$ cat src/sv/bpdd_pkg.sv
// bpdd_pkg: shared constants, types and controller states for the box pair
// distance / diameter block. No dependencies; compile first.
`default_nettype none
package bpdd_pkg;

  localparam int COORD_BITS = 32;
  localparam int DIGIT_BITS = 4;
  localparam int SQ_BITS    = 2 * COORD_BITS;
  localparam int MUL_STEPS  = COORD_BITS / DIGIT_BITS;
  localparam int MUL_CNT_W  = $clog2(MUL_STEPS);
  localparam int ROOT_STEPS = COORD_BITS;
  localparam int ROOT_CNT_W = $clog2(ROOT_STEPS);

  typedef logic signed [COORD_BITS-1:0] coord_t;
  typedef logic [COORD_BITS-1:0]        mag_t;
  typedef logic [SQ_BITS-1:0]           sq_t;

  typedef enum logic [2:0] {
    ST_IDLE,
    ST_MUL,
    ST_ACC,
    ST_ROOT,
    ST_EMIT
  } state_t;

endpackage
`default_nettype wire

$ cat src/sv/bpdd_in_if.sv
// bpdd_in_if: input channel, one axis of a box pair per beat.
// Depends on bpdd_pkg.
`default_nettype none
interface bpdd_in_if;
  logic                valid;
  logic                ready;
  bpdd_pkg::coord_t    box_a_low;
  bpdd_pkg::coord_t    box_a_high;
  bpdd_pkg::coord_t    box_b_low;
  bpdd_pkg::coord_t    box_b_high;
  logic                last_axis;

  modport source (output valid, box_a_low, box_a_high, box_b_low, box_b_high,
                  last_axis, input ready);
  modport sink   (input valid, box_a_low, box_a_high, box_b_low, box_b_high,
                  last_axis, output ready);
endinterface
`default_nettype wire

$ cat src/sv/bpdd_out_if.sv
// bpdd_out_if: result channel, one beat per box pair.
// Depends on bpdd_pkg.
`default_nettype none
interface bpdd_out_if;
  logic              valid;
  logic              ready;
  bpdd_pkg::mag_t    diameter_euclid;
  bpdd_pkg::mag_t    distance_euclid;
  bpdd_pkg::mag_t    diameter_max;
  bpdd_pkg::mag_t    distance_max;
  logic              sum_saturated;

  modport source (output valid, diameter_euclid, distance_euclid, diameter_max,
                  distance_max, sum_saturated, input ready);
  modport sink   (input valid, diameter_euclid, distance_euclid, diameter_max,
                  distance_max, sum_saturated, output ready);
endinterface
`default_nettype wire

$ cat src/sv/bpdd_sqmul.sv
// bpdd_sqmul: digit-serial squarer, one multiplier digit per cycle.
// Depends on bpdd_pkg.
`default_nettype none
module bpdd_sqmul (
  input  wire logic           clk,
  input  wire logic           rst,
  input  wire logic           start,
  input  wire bpdd_pkg::mag_t operand,
  output logic                busy,
  output bpdd_pkg::sq_t       square
);
  localparam int T_W = bpdd_pkg::COORD_BITS + bpdd_pkg::DIGIT_BITS;

  bpdd_pkg::mag_t                  mcand;
  bpdd_pkg::sq_t                   prod;
  logic [bpdd_pkg::MUL_CNT_W-1:0]  cnt;
  logic [T_W-1:0]                  t;

  // upper half plus multiplicand times the low digit still in the shift register
  always_comb begin
    t = T_W'(prod[bpdd_pkg::SQ_BITS-1:bpdd_pkg::COORD_BITS])
      + T_W'(mcand) * T_W'(prod[bpdd_pkg::DIGIT_BITS-1:0]);
  end

  always_ff @(posedge clk) begin
    if (rst) begin
      busy <= 1'b0;
      cnt  <= '0;
    end else if (start) begin
      busy <= 1'b1;
      cnt  <= '0;
    end else if (busy) begin
      cnt <= cnt + 1'b1;
      if (cnt == bpdd_pkg::MUL_CNT_W'(bpdd_pkg::MUL_STEPS - 1)) begin
        busy <= 1'b0;
      end
    end
  end

  always_ff @(posedge clk) begin
    if (start) begin
      mcand <= operand;
      prod  <= {bpdd_pkg::COORD_BITS'(0), operand};
    end else if (busy) begin
      prod <= {t, prod[bpdd_pkg::COORD_BITS-1:bpdd_pkg::DIGIT_BITS]};
    end
  end

  assign square = prod;
endmodule
`default_nettype wire

$ cat src/sv/bpdd_sqrt.sv
// bpdd_sqrt: restoring floor square root, two radicand bits per cycle.
// Depends on bpdd_pkg.
`default_nettype none
module bpdd_sqrt (
  input  wire logic          clk,
  input  wire logic          rst,
  input  wire logic          start,
  input  wire bpdd_pkg::sq_t radicand,
  output logic               busy,
  output bpdd_pkg::mag_t     root
);
  localparam int REM_W = bpdd_pkg::COORD_BITS + 2;
  localparam int R4_W  = bpdd_pkg::COORD_BITS + 4;

  bpdd_pkg::sq_t                    rad;
  logic [REM_W-1:0]                 rem;
  logic [bpdd_pkg::ROOT_CNT_W-1:0]  cnt;
  logic [R4_W-1:0]                  r4;
  logic [R4_W-1:0]                  trial;
  logic [R4_W-1:0]                  diff;
  logic                             fits;

  always_comb begin
    r4    = {rem, rad[bpdd_pkg::SQ_BITS-1:bpdd_pkg::SQ_BITS-2]};
    trial = R4_W'({root, 2'b01});
    fits  = (r4 >= trial);
    diff  = r4 - trial;
  end

  always_ff @(posedge clk) begin
    if (rst) begin
      busy <= 1'b0;
      cnt  <= '0;
    end else if (start) begin
      busy <= 1'b1;
      cnt  <= '0;
    end else if (busy) begin
      cnt <= cnt + 1'b1;
      if (cnt == bpdd_pkg::ROOT_CNT_W'(bpdd_pkg::ROOT_STEPS - 1)) begin
        busy <= 1'b0;
      end
    end
  end

  always_ff @(posedge clk) begin
    if (start) begin
      rad  <= radicand;
      rem  <= '0;
      root <= '0;
    end else if (busy) begin
      rad  <= {rad[bpdd_pkg::SQ_BITS-3:0], 2'b00};
      rem  <= fits ? diff[REM_W-1:0] : r4[REM_W-1:0];
      root <= {root[bpdd_pkg::COORD_BITS-2:0], fits};
    end
  end
endmodule
`default_nettype wire

$ cat src/sv/box_pair_distance_diameter_top.sv
// box_pair_distance_diameter_top: per-axis box pair accumulation with
// Euclidean diameter and distance by floor square root.
// Depends on bpdd_pkg, bpdd_in_if, bpdd_out_if, bpdd_sqmul, bpdd_sqrt.
//
// Usage: one beat on items carries one axis of boxes A and B (signed Q16.16
// bounds) and a last_axis flag. Each axis passes from the accept through the
// 4-bit digit-serial squarers (8 digit steps, one squarer per sum, working side
// by side) and the saturating 64-bit add before items is ready again. An axis
// with last_axis set then runs both 32-step restoring square roots side by
// side and then loads the result register, which drives the beat on results.
// The result register decouples the two sides: while a result waits for the
// receiver, the next pair's axes are taken and summed; only the next result
// load waits for the register to empty. Sums, maxima and the saturation flag
// clear when a result is loaded. rst (synchronous, active high) returns the
// controller to idle, clears the sums, maxima, saturation flag and unit
// counters, and drops results.valid.
`default_nettype none
module box_pair_distance_diameter_top (
  input  wire logic   clk,
  input  wire logic   rst,
  bpdd_in_if.sink     items,
  bpdd_out_if.source  results
);
  localparam int CW = bpdd_pkg::COORD_BITS;

  bpdd_pkg::state_t state, state_next;

  logic              mul_start, acc_en, root_start, load_out;
  logic              out_free;

  logic [CW:0]       ext_w, d1_w, d2_w;
  bpdd_pkg::mag_t    mag_w, gap_w;
  logic              ext_pos_w;

  bpdd_pkg::mag_t    mag_r, gap_r;
  logic              ext_pos_r, last_r;

  bpdd_pkg::sq_t     ext_sq, gap_sq;
  logic              ext_mul_busy, gap_mul_busy;
  bpdd_pkg::sq_t     ext_sum, gap_sum, ext_sum_next, gap_sum_next;
  logic [bpdd_pkg::SQ_BITS:0] ext_add, gap_add;
  bpdd_pkg::mag_t    ext_max, gap_max;
  logic              sat;

  logic              ext_root_busy, gap_root_busy;
  bpdd_pkg::mag_t    ext_root, gap_root;

  logic              out_valid;

  // per-axis extent and gap: differences as CW+1 bit two's complement, results as CW-bit magnitudes
  always_comb begin
    ext_w = {items.box_a_high[CW-1], items.box_a_high}
          - {items.box_a_low[CW-1], items.box_a_low};
    d1_w  = {items.box_b_low[CW-1], items.box_b_low}
          - {items.box_a_high[CW-1], items.box_a_high};
    d2_w  = {items.box_a_low[CW-1], items.box_a_low}
          - {items.box_b_high[CW-1], items.box_b_high};
    mag_w = ext_w[CW] ? CW'(~ext_w + 1'b1) : ext_w[CW-1:0];
    ext_pos_w = !ext_w[CW] && (ext_w != '0);
    if (!d1_w[CW] && (d1_w != '0)) begin
      gap_w = d1_w[CW-1:0];
    end else if (!d2_w[CW] && (d2_w != '0)) begin
      gap_w = d2_w[CW-1:0];
    end else begin
      gap_w = '0;
    end
  end

  always_ff @(posedge clk) begin
    if (items.valid && items.ready) begin
      mag_r     <= mag_w;
      gap_r     <= gap_w;
      ext_pos_r <= ext_pos_w;
      last_r    <= items.last_axis;
    end
  end

  bpdd_sqmul u_ext_mul (
    .clk     (clk),
    .rst     (rst),
    .start   (mul_start),
    .operand (mag_w),
    .busy    (ext_mul_busy),
    .square  (ext_sq)
  );

  bpdd_sqmul u_gap_mul (
    .clk     (clk),
    .rst     (rst),
    .start   (mul_start),
    .operand (gap_w),
    .busy    (gap_mul_busy),
    .square  (gap_sq)
  );

  // saturating accumulate
  always_comb begin
    ext_add      = {1'b0, ext_sum} + {1'b0, ext_sq};
    gap_add      = {1'b0, gap_sum} + {1'b0, gap_sq};
    ext_sum_next = ext_add[bpdd_pkg::SQ_BITS] ? '1 : ext_add[bpdd_pkg::SQ_BITS-1:0];
    gap_sum_next = gap_add[bpdd_pkg::SQ_BITS] ? '1 : gap_add[bpdd_pkg::SQ_BITS-1:0];
  end

  always_ff @(posedge clk) begin
    if (rst || load_out) begin
      ext_sum <= '0;
      gap_sum <= '0;
      ext_max <= '0;
      gap_max <= '0;
      sat     <= 1'b0;
    end else if (acc_en) begin
      ext_sum <= ext_sum_next;
      gap_sum <= gap_sum_next;
      if (ext_pos_r && (mag_r > ext_max)) begin
        ext_max <= mag_r;
      end
      if (gap_r > gap_max) begin
        gap_max <= gap_r;
      end
      if (ext_add[bpdd_pkg::SQ_BITS] || gap_add[bpdd_pkg::SQ_BITS]) begin
        sat <= 1'b1;
      end
    end
  end

  bpdd_sqrt u_ext_root (
    .clk      (clk),
    .rst      (rst),
    .start    (root_start),
    .radicand (ext_sum_next),
    .busy     (ext_root_busy),
    .root     (ext_root)
  );

  bpdd_sqrt u_gap_root (
    .clk      (clk),
    .rst      (rst),
    .start    (root_start),
    .radicand (gap_sum_next),
    .busy     (gap_root_busy),
    .root     (gap_root)
  );

  assign out_free = !out_valid || results.ready;

  always_ff @(posedge clk) begin
    if (rst) begin
      state <= bpdd_pkg::ST_IDLE;
    end else begin
      state <= state_next;
    end
  end

  always_comb begin
    state_next = state;
    unique case (state)
      bpdd_pkg::ST_IDLE: begin
        if (items.valid) state_next = bpdd_pkg::ST_MUL;
      end
      bpdd_pkg::ST_MUL: begin
        if (!ext_mul_busy) state_next = bpdd_pkg::ST_ACC;
      end
      bpdd_pkg::ST_ACC: begin
        state_next = last_r ? bpdd_pkg::ST_ROOT : bpdd_pkg::ST_IDLE;
      end
      bpdd_pkg::ST_ROOT: begin
        if (!ext_root_busy) state_next = bpdd_pkg::ST_EMIT;
      end
      bpdd_pkg::ST_EMIT: begin
        if (out_free) state_next = bpdd_pkg::ST_IDLE;
      end
      default: state_next = bpdd_pkg::ST_IDLE;
    endcase
  end

  always_comb begin
    items.ready = 1'b0;
    mul_start   = 1'b0;
    acc_en      = 1'b0;
    root_start  = 1'b0;
    load_out    = 1'b0;
    unique case (state)
      bpdd_pkg::ST_IDLE: begin
        items.ready = 1'b1;
        mul_start   = items.valid;
      end
      bpdd_pkg::ST_MUL:  ;
      bpdd_pkg::ST_ACC: begin
        acc_en     = 1'b1;
        root_start = last_r;
      end
      bpdd_pkg::ST_ROOT: ;
      bpdd_pkg::ST_EMIT: begin
        load_out = out_free;
      end
      default: ;
    endcase
  end

  // result register
  always_ff @(posedge clk) begin
    if (rst) begin
      out_valid <= 1'b0;
    end else if (load_out) begin
      out_valid <= 1'b1;
    end else if (results.ready) begin
      out_valid <= 1'b0;
    end
  end

  always_ff @(posedge clk) begin
    if (load_out) begin
      results.diameter_euclid <= ext_root;
      results.distance_euclid <= gap_root;
      results.diameter_max    <= ext_max;
      results.distance_max    <= gap_max;
      results.sum_saturated   <= sat;
    end
  end

  assign results.valid = out_valid;

  a_mul_lockstep: assert property (@(posedge clk) disable iff (rst)
    ext_mul_busy == gap_mul_busy)
    else $error("squarers out of step");

  a_root_lockstep: assert property (@(posedge clk) disable iff (rst)
    ext_root_busy == gap_root_busy)
    else $error("root units out of step");

  a_sat_pinned: assert property (@(posedge clk) disable iff (rst)
    sat |-> (ext_sum == '1 || gap_sum == '1))
    else $error("saturation flag without a clipped sum");

  a_clear_after_load: assert property (@(posedge clk) disable iff (rst)
    load_out |=> (ext_sum == '0 && gap_sum == '0 && !sat && out_valid))
    else $error("state not cleared after result load");

endmodule
`default_nettype wire
$ cat src/flat_wrapper.sv
// flat-port wrapper written by rule: the top's interface ports become plain ports
module box_pair_distance_diameter_top_flat 
  (clk, rst, items_valid, items_box_a_low, items_box_a_high, items_box_b_low, items_box_b_high, items_last_axis, items_ready, results_valid, results_diameter_euclid, results_distance_euclid, results_diameter_max, results_distance_max, results_sum_saturated, results_ready);
  bpdd_in_if items_i ();
  bpdd_out_if results_i ();
  input  wire logic clk;
  input  wire logic rst;
  input wire logic [$bits(items_i.valid)-1:0] items_valid;
  input wire logic [$bits(items_i.box_a_low)-1:0] items_box_a_low;
  input wire logic [$bits(items_i.box_a_high)-1:0] items_box_a_high;
  input wire logic [$bits(items_i.box_b_low)-1:0] items_box_b_low;
  input wire logic [$bits(items_i.box_b_high)-1:0] items_box_b_high;
  input wire logic [$bits(items_i.last_axis)-1:0] items_last_axis;
  output wire logic [$bits(items_i.ready)-1:0] items_ready;
  output wire logic [$bits(results_i.valid)-1:0] results_valid;
  output wire logic [$bits(results_i.diameter_euclid)-1:0] results_diameter_euclid;
  output wire logic [$bits(results_i.distance_euclid)-1:0] results_distance_euclid;
  output wire logic [$bits(results_i.diameter_max)-1:0] results_diameter_max;
  output wire logic [$bits(results_i.distance_max)-1:0] results_distance_max;
  output wire logic [$bits(results_i.sum_saturated)-1:0] results_sum_saturated;
  input wire logic [$bits(results_i.ready)-1:0] results_ready;
  assign items_i.valid = items_valid;
  assign items_i.box_a_low = items_box_a_low;
  assign items_i.box_a_high = items_box_a_high;
  assign items_i.box_b_low = items_box_b_low;
  assign items_i.box_b_high = items_box_b_high;
  assign items_i.last_axis = items_last_axis;
  assign items_ready = items_i.ready;
  assign results_valid = results_i.valid;
  assign results_diameter_euclid = results_i.diameter_euclid;
  assign results_distance_euclid = results_i.distance_euclid;
  assign results_diameter_max = results_i.diameter_max;
  assign results_distance_max = results_i.distance_max;
  assign results_sum_saturated = results_i.sum_saturated;
  assign results_i.ready = results_ready;
  box_pair_distance_diameter_top u_core (.clk(clk), .rst(rst), .items(items_i), .results(results_i));
endmodule
$ cat config.mk
export PLATFORM = sky130hd
export DESIGN_NAME = box_pair_distance_diameter_top_flat
export DESIGN_NICKNAME = d
export VERILOG_FILES = /design/src/sv/bpdd_pkg.sv /design/src/sv/bpdd_in_if.sv /design/src/sv/bpdd_out_if.sv /design/src/sv/bpdd_sqmul.sv /design/src/sv/bpdd_sqrt.sv /design/src/sv/box_pair_distance_diameter_top.sv /design/src/flat_wrapper.sv
export SDC_FILE = /design/constraint.sdc
export NUM_CORES = 2
export LEC_CHECK = 0
export ABC_AREA = 1
export BUFFER_PORTS_ARGS = -buffer_cell sky130_fd_sc_hd__buf_2
export CAP_MARGIN = 20
export CELL_PAD_IN_SITES_DETAIL_PLACEMENT = 1
export CELL_PAD_IN_SITES_GLOBAL_PLACEMENT = 1
export CORE_ASPECT_RATIO = 2
export CORE_UTILIZATION = 46
export DETAILED_ROUTE_END_ITERATION = 12
export GPL_TIMING_DRIVEN = 0
export PLACE_DENSITY = 0.8
export SYNTH_ARGS = -nofsm -noshare
export SYNTH_HDL_FRONTEND = slang
export SYNTH_SLANG_ARGS = --single-unit
$ cat constraint.sdc
create_clock -name clk -period 7.9 [get_ports clk]
set_input_delay 0.395 -clock clk [delete_from_list [all_inputs] [get_ports clk]]
set_output_delay 0.395 -clock clk [all_outputs]
set_load 0.1 [all_outputs]
Word-level counts from Yosys, hierarchy flattened

Cells that the tools add are included.
W data, S select, Z words.

Mux-type cells: 40
Reduce and logical (&&, ||, !) cells: 27
$add $sub $neg: 14
Bitwise operators: 1
Multipliers: 2
$lt $le $gt $ge: 4
Eq/ne operators: 12

Operator list:

| cell                    | count |
|---|---|
| $mux W64                | 6 |
| $mux W32                | 7 |
| $add A64 B64 Y65        | 2 |
| $reduce_bool A33 Y1     | 3 |
| $sub A32 B32 Y33        | 3 |
| $add A32 B36 Y36        | 2 |
| $ge A36 B34 Y1          | 2 |
| $mul A32 B4 Y36         | 2 |
| $mux W34                | 2 |
| $sub A34 B34 Y34        | 2 |
| $gt A32 B32 Y1          | 2 |
| $add A32 B1 Y32 const B | 1 |
| $not A32 Y32            | 1 |
| $mux W1                 | 19 |
| $pmux W3 S5             | 1 |
| $mux W3                 | 4 |
| $add A5 B1 Y5 const B   | 2 |
| $eq A5 B5 Y1 const B    | 2 |
| $reduce_bool A2 Y1      | 5 |
| $eq A3 B3 Y1 const B    | 3 |
| $add A3 B1 Y3 const B   | 2 |
| $eq A3 B2 Y1 const B    | 2 |
| $ne A2 B2 Y1 const B    | 3 |
| $reduce_and A2 Y1       | 3 |
| 9 further kinds         | 19 |

Flip-flop bits (word level): 864
Word-level logic and storage cells: 136
Bits of input ports: 133
Output and inout bits: 131

Logic depth before layout (Yosys ltp)

Depth after elaboration: 6
Depth in mapped cells: 24
Depth with buffers taken out: 23

Cells and area by module

Synthesis repeated with hierarchy kept, for this count alone.

Cell total of the unflattened synthesis: 10,241
Area total of the unflattened synthesis: 69,157.6 µm²

By module, submodules not included:

| module                         | cells each | instances | sequential area each (µm²) | area each (µm²) |
|---|---|---|---|---|
| box_pair_distance_diameter_top | 5,201      | 1         | 9,799.4                    | 33,430.8 |
| bpdd_sqmul                     | 1,311      | 2         | 2,642.5                    | 9,469.1 |
| bpdd_sqrt                      | 1,209      | 2         | 3,363.2                    | 8,394.3 |

Worst setup path after synthesis

No wires, ideal clock.

Path kind: reg2reg
Start point: reg u_core.out_valid (netlist: u_core.results.valid)
End point: reg u_core.ext_sum[10]
Arrival time: 7.345 ns
Period minus slack after synthesis: 7.473 ns
Setup slack: 0.427 ns
Required time: 7.772 ns
Library setup time: 0.128 ns
Buffers on the path: 2
Stages on the path, launching flop included: 11
Cell sequence: dfxtp_1 > inv_1 > nor2_1 > nor2_1 > inv_1 > nand2_1 > inv_1 > clkbuf_1 > clkbuf_1 > o21ai_0 > a21oi_1

Word-level cells in the longest chain between the ends: 4

RTL lines:

| what                   | RTL line                              | text |
|---|---|---|
| from (decl)            | box_pair_distance_diameter_top.sv:48  | `logic out_valid;` |
| from (signal assigned) | box_pair_distance_diameter_top.sv:203 | `out_valid <= 1'b0;` |
| from (signal assigned) | box_pair_distance_diameter_top.sv:205 | `out_valid <= 1'b1;` |
| from (signal assigned) | box_pair_distance_diameter_top.sv:207 | `out_valid <= 1'b0;` |
| $logic_not A1 Y1       | box_pair_distance_diameter_top.sv:144 | `assign out_free = !out_valid \|\| results.ready;` |
| $logic_or A1 B1 Y1     | box_pair_distance_diameter_top.sv:144 |  |
| $mux W1                | box_pair_distance_diameter_top.sv:182 | `unique case (state)` |
| net u_core.load_out    | box_pair_distance_diameter_top.sv:28  | `logic mul_start, acc_en, root_start, load_out;` |
| $logic_or A1 B1 Y1     | box_pair_distance_diameter_top.sv:105 | `if (rst \|\| load_out) begin` |
| to (signal assigned)   | box_pair_distance_diameter_top.sv:112 | `ext_sum <= ext_sum_next;` |
| to (decl)              | box_pair_distance_diameter_top.sv:40  | `bpdd_pkg::sq_t ext_sum, gap_sum, ext_sum_next, gap_sum_next;` |

The timed path passes the listed nets, and every way through them passes these cells.
A chain may end at the register's enable or synchronous reset.

Worst setup path after layout

Start point: reg u_core.u_ext_mul.prod[1] (netlist: u_core.u_ext_mul.square[1])
End point: reg u_core.u_ext_mul.prod[59] (netlist: u_core.u_ext_mul.square[59])

Word-level cells in the longest chain between the ends: 2

RTL lines:

| what                   | RTL line         | text |
|---|---|---|
| from (decl)            | bpdd_sqmul.sv:15 | `bpdd_pkg::sq_t prod;` |
| from (signal assigned) | bpdd_sqmul.sv:43 | `prod <= {bpdd_pkg::COORD_BITS'(0), operand};` |
| from (signal assigned) | bpdd_sqmul.sv:45 | `prod <= {t, prod[bpdd_pkg::COORD_BITS-1:bpdd_pkg::DIGIT_BITS]};` |
| $mul A32 B4 Y36        | bpdd_sqmul.sv:22 | `+ T_W'(mcand) * T_W'(prod[bpdd_pkg::DIGIT_BITS-1:0]);` |
| $add A32 B36 Y36       | bpdd_sqmul.sv:22 |  |

No other way between the ends.

==> impl_results.md <==
* Status: completed
* Final worst path period share at 77.5%
* Hold Path Cell Cnt at 4
* Crit Path Max Fanout at 10
* Max Root-Sink Buffers at 3
* CP peak stage delay at 0.84 ns
* First-pass GRT wire length at 454,000 µm
* Slowest CP cell: edfxtp_1
* Worst Setup Path Type: flip-flop to flip-flop
* Avg Vias per Cell at 5.77
* Fill count at 18,500
* Vias after detailed routing at 67,100
* Final Max Tran Viols at 0
* Simple logic cell fraction of the synthesized area at 26.7%
* Post-layout min period at 6.12 ns
* WP data arrival at 6.74 ns
* Number of I/O port buffers at 263
* Initial DRT Pass Iterations at 5
* Share of the yosys chip area belonging to registers at 30.9%
* Synthesized instance count at 9,298
* Clk_lat worst skew at 0.73 ns
* Worst slew pin tran at 1.33 ns
* XOR/XNOR Fraction of Synth Area at 2.52%
* Gr ovfl total at 0
* Syn. warnings at 0
* Crit Reg-Reg Endpoint: u_core.u_ext_mul.square[59]
* Compound-gate portion of the synthesized area at 13.5%
* Drt total wl at 311,000 µm
* H-tree depth at 3
* Relative slew slack at 10.5%
* Worst Clk Skew at 0.0357 ns
* Unrepaired setup endpoints after global routing: no
* Starting Density at 46.4%
* Origin of the critical flop-to-flop path: u_core.u_ext_mul.square[1]
* Worst EP required at 8.51 ns
* Clk slew on worst S/H paths at 0.07 ns
* Area growth from synthesis to layout at 10.8%
* Cells along the critical path: clkbuf_1 > nand2_1 > inv_1 > fa_1 > fa_1 > inv_1 > fa_1 > inv_1 > ha_1 > a21oi_1 > o21ai_0 > nor2_1 > o21ai_0 > a21oi_1 > o21bai_1 > a21oi_1 > xnor2_1 > o21bai_1 > inv_1
* # rows at 193
* Mux contribution to synthesized area at 0%
* Hold crit path type: input pin to flip-flop
* Utilization after layout at 51.4%
* Avg Cell Area, Syn at 6.92 µm²
* Fin cells at 11,600
* Internal reg-to-reg setup slack at 1.78 ns
* Critical Path Sink Type: flip-flop
* Netlist cell types at 59
* Final Hold Viols at 0
* Cell Area, Synth at 64,300 µm²
* GP Congestion at 1.08
* GRT Total Usage at 44.2%
* Die height at 531 µm
* Top Ports at 264
* CTS root buf: clkbuf_16
* Startpoint Class: flip-flop
* Flops & latches, synth at 800
* Iteration-0 DRC Markers at 3,603
* Post-DP HPWL at 253,000 µm
* Adder-cell area share of the yosys netlist at 14.6%
* Clk sinks at 800
* Worst min-delay path startpoint: results_ready
* Vias in the first global route at 73,200
* Die Area at 141,000 µm²
* Total Nets Final at 10,500
* Antenna violations before repair at 22
* Mapped Nets at 10,100
* CTS Buf Count at 79
* Most frequent CP cell: inv_1
* Maximum clock frequency at 0.163 GHz
* DRC viols at 0
* Worst Hold End: u_core.results.valid
* DR WL/cell at 26.8 µm
* CTS tree: built
* Setup-failing EPs final at 0
* Layout cell share with drive strength beyond 1 at 6.26%
* FF-to-FF path depth at 19
* Placed cells at 11,400
* Largest net degree at the start of global routing at 64
* Die X at 266 µm
* Setup bufs post-CTS at 0
* Max Cap Violations at 0
* Post-route ant nets at 0
* Core ar. at 139,000 µm²
* Largest family of logic cells by synthesized area: simple AND/OR/NAND/NOR gates
==> layout by cell type, fill, tap and decap left out, drive strengths merged, types with 64 or more instances in the layout <==
cell / instances
dfxtp: 413
a21oi: 586
ha: 453
edfxtp: 387
nand3: 552
nor2: 840
o21ai: 509
nand4: 84
buf: 364
nand2: 2504
clkbuf: 255
fa: 187
xor2: 124
inv: 1762
o21bai: 110
nor3: 66
o22ai: 64
==> critical path: cells and delay by family, from the launching register on <==
kind	cells	cell delay [ns]
xor+xnor	1	0.15
simple gates	2	0.22
buf+inv	5	0.92
fa+ha+maj	4	1.88
compound gates	7	2.00
flops	1	0.84
==> final cells by class <==
| cell class | instances | area [µm²] | share of cell area, % |
|---|---|---|---|
| plain buffers | 230 | 1020 | 1.44 |
| clock buffers | 89 | 2050 | 2.88 |
| multi-input cells | 6524 | 36900 | 51.8 |
| diodes | 22 | 55.1 | 0.0772 |
| repair buffers | 302 | 1890 | 2.65 |
| well taps | 1852 | 2320 | 3.25 |
| clock inverters | 59 | 616 | 0.863 |
| inverters | 1744 | 6550 | 9.18 |
| flip-flops and latches | 800 | 19900 | 27.9 |
==> cells by family (layout without fill, tap and decap cells) <==
group,count (synthesis),in the layout
and+or+nand+nor,4170,4170
buffers and inverters,1974,2424
AOI/OAI and AO/OA,1529,1529
DFF,800,800
adders and majority gates,640,640
xor gates and xnor gates,185,185
other,0,22
==> flip-flops by register name, summed over array words and instances, names as in the netlist, 5 cells and up <==
name,cells
u_core.gap_sum,64
u_core.results.distance_max,32
u_core.u_ext_mul.square,64
u_core.ext_sum,64
u_core.u_ext_root.rad,64
u_core.u_ext_mul.mcand,32
u_core.u_gap_root.rad,64
u_core.u_ext_root.cnt,5
u_core.u_ext_root.rem,34
u_core.gap_max,32
u_core.u_gap_root.root,32
u_core.results.diameter_max,32
u_core.u_gap_root.cnt,5
u_core.u_ext_root.root,32
u_core.u_gap_mul.square,64
u_core.results.diameter_euclid,32
u_core.u_gap_root.rem,34
u_core.ext_max,32
u_core.u_gap_mul.mcand,32
u_core.results.distance_euclid,32
==> worst max-delay path by stage <==
stage | from | endpoint | cells past startpoint
2_1_floorplan | u_core.results.valid | u_core.ext_sum[10] | 10
3_3_place_gp | u_core.state[0] | u_core.gap_sum[52] | 10
3_5_place_dp | u_core.u_gap_mul.square[1] | u_core.u_gap_mul.square[52] | 22
4_1_cts | u_core.u_gap_mul.square[1] | u_core.u_gap_mul.square[52] | 22
5_1_grt | u_core.u_gap_mul.square[1] | u_core.u_gap_mul.square[52] | 22
6_report | u_core.u_ext_mul.square[1] | u_core.u_ext_mul.square[59] | 19
==> cell usage after synthesis (all sizes together) <==
master | n | area, µm²
o21a | 37 | 278
nor3b | 2 | 15.0
clkbuf | 163 | 612
a221oi | 18 | 158
fa | 187 | 3740
edfxtp | 387 | 11600
nor4b | 3 | 26.3
nand3b | 22 | 165
buf | 67 | 404
inv | 1743 | 6540
nand3 | 552 | 2780
o2111ai | 5 | 43.8
a21oi | 586 | 2950
nor3 | 66 | 330
o221ai | 18 | 158
nand4 | 84 | 526
or2 | 37 | 231
a21boi | 14 | 105
nand2b | 2 | 12.5
a211oi | 12 | 90.1
ha | 453 | 5670
and3 | 5 | 31.3
a2111oi | 2 | 17.5
xnor2 | 61 | 534
a41oi | 1 | 8.76
nor2 | 840 | 3190
o31ai | 1 | 7.51
xor2 | 124 | 1090
a21o | 37 | 278
o21ai | 509 | 2550
clkinv | 1 | 3.75
o22ai | 64 | 400
nor4 | 15 | 93.8
dfxtp | 413 | 8270
a31oi | 51 | 325
o21bai | 110 | 830
and2 | 38 | 238
o211ai | 60 | 450
nand2 | 2504 | 9520
a31o | 2 | 17.5
a211o | 2 | 17.5
==> layer usage <==
| layer | up-vias | wire, µm | share of wire [%] | global-route usage, % |
|---|---|---|---|---|
| met5 | - | 28 | 0.0090 | 0 |
| met4 | 4 | 50200 | 16 | 59.0 |
| met3 | 1743 | 15800 | 5.1 | 10.3 |
| met2 | 2642 | 156000 | 50 | 78.7 |
| met1 | 32100 | 89500 | 29 | 34.5 |
| li1 | 30600 | - | - | - |
==> stage by stage <==
step	setup WS [ns]	TNS [ns]	hold WS (ns)	instance area [µm²]
detailed placement	2.01	0	0.417	68300
global route	1.61	0	0.119	71200
finish	1.78	0	0.0685	71300
CTS	1.99	0	0.0655	71000
global placement	-3.92	-878.38	0.412	68000
floorplan	0.427	0	0.408	64300
==> timing repair <==
action,in CTS,in global routing
gates resized for setup,0,0
hold buffers,2,0
endpoints found under the hold margin,4,0
setup endpoints to repair,0,0
Power is not shown: default switching activity piles up to over one toggle a cycle in this logic, so the estimate is an artifact.
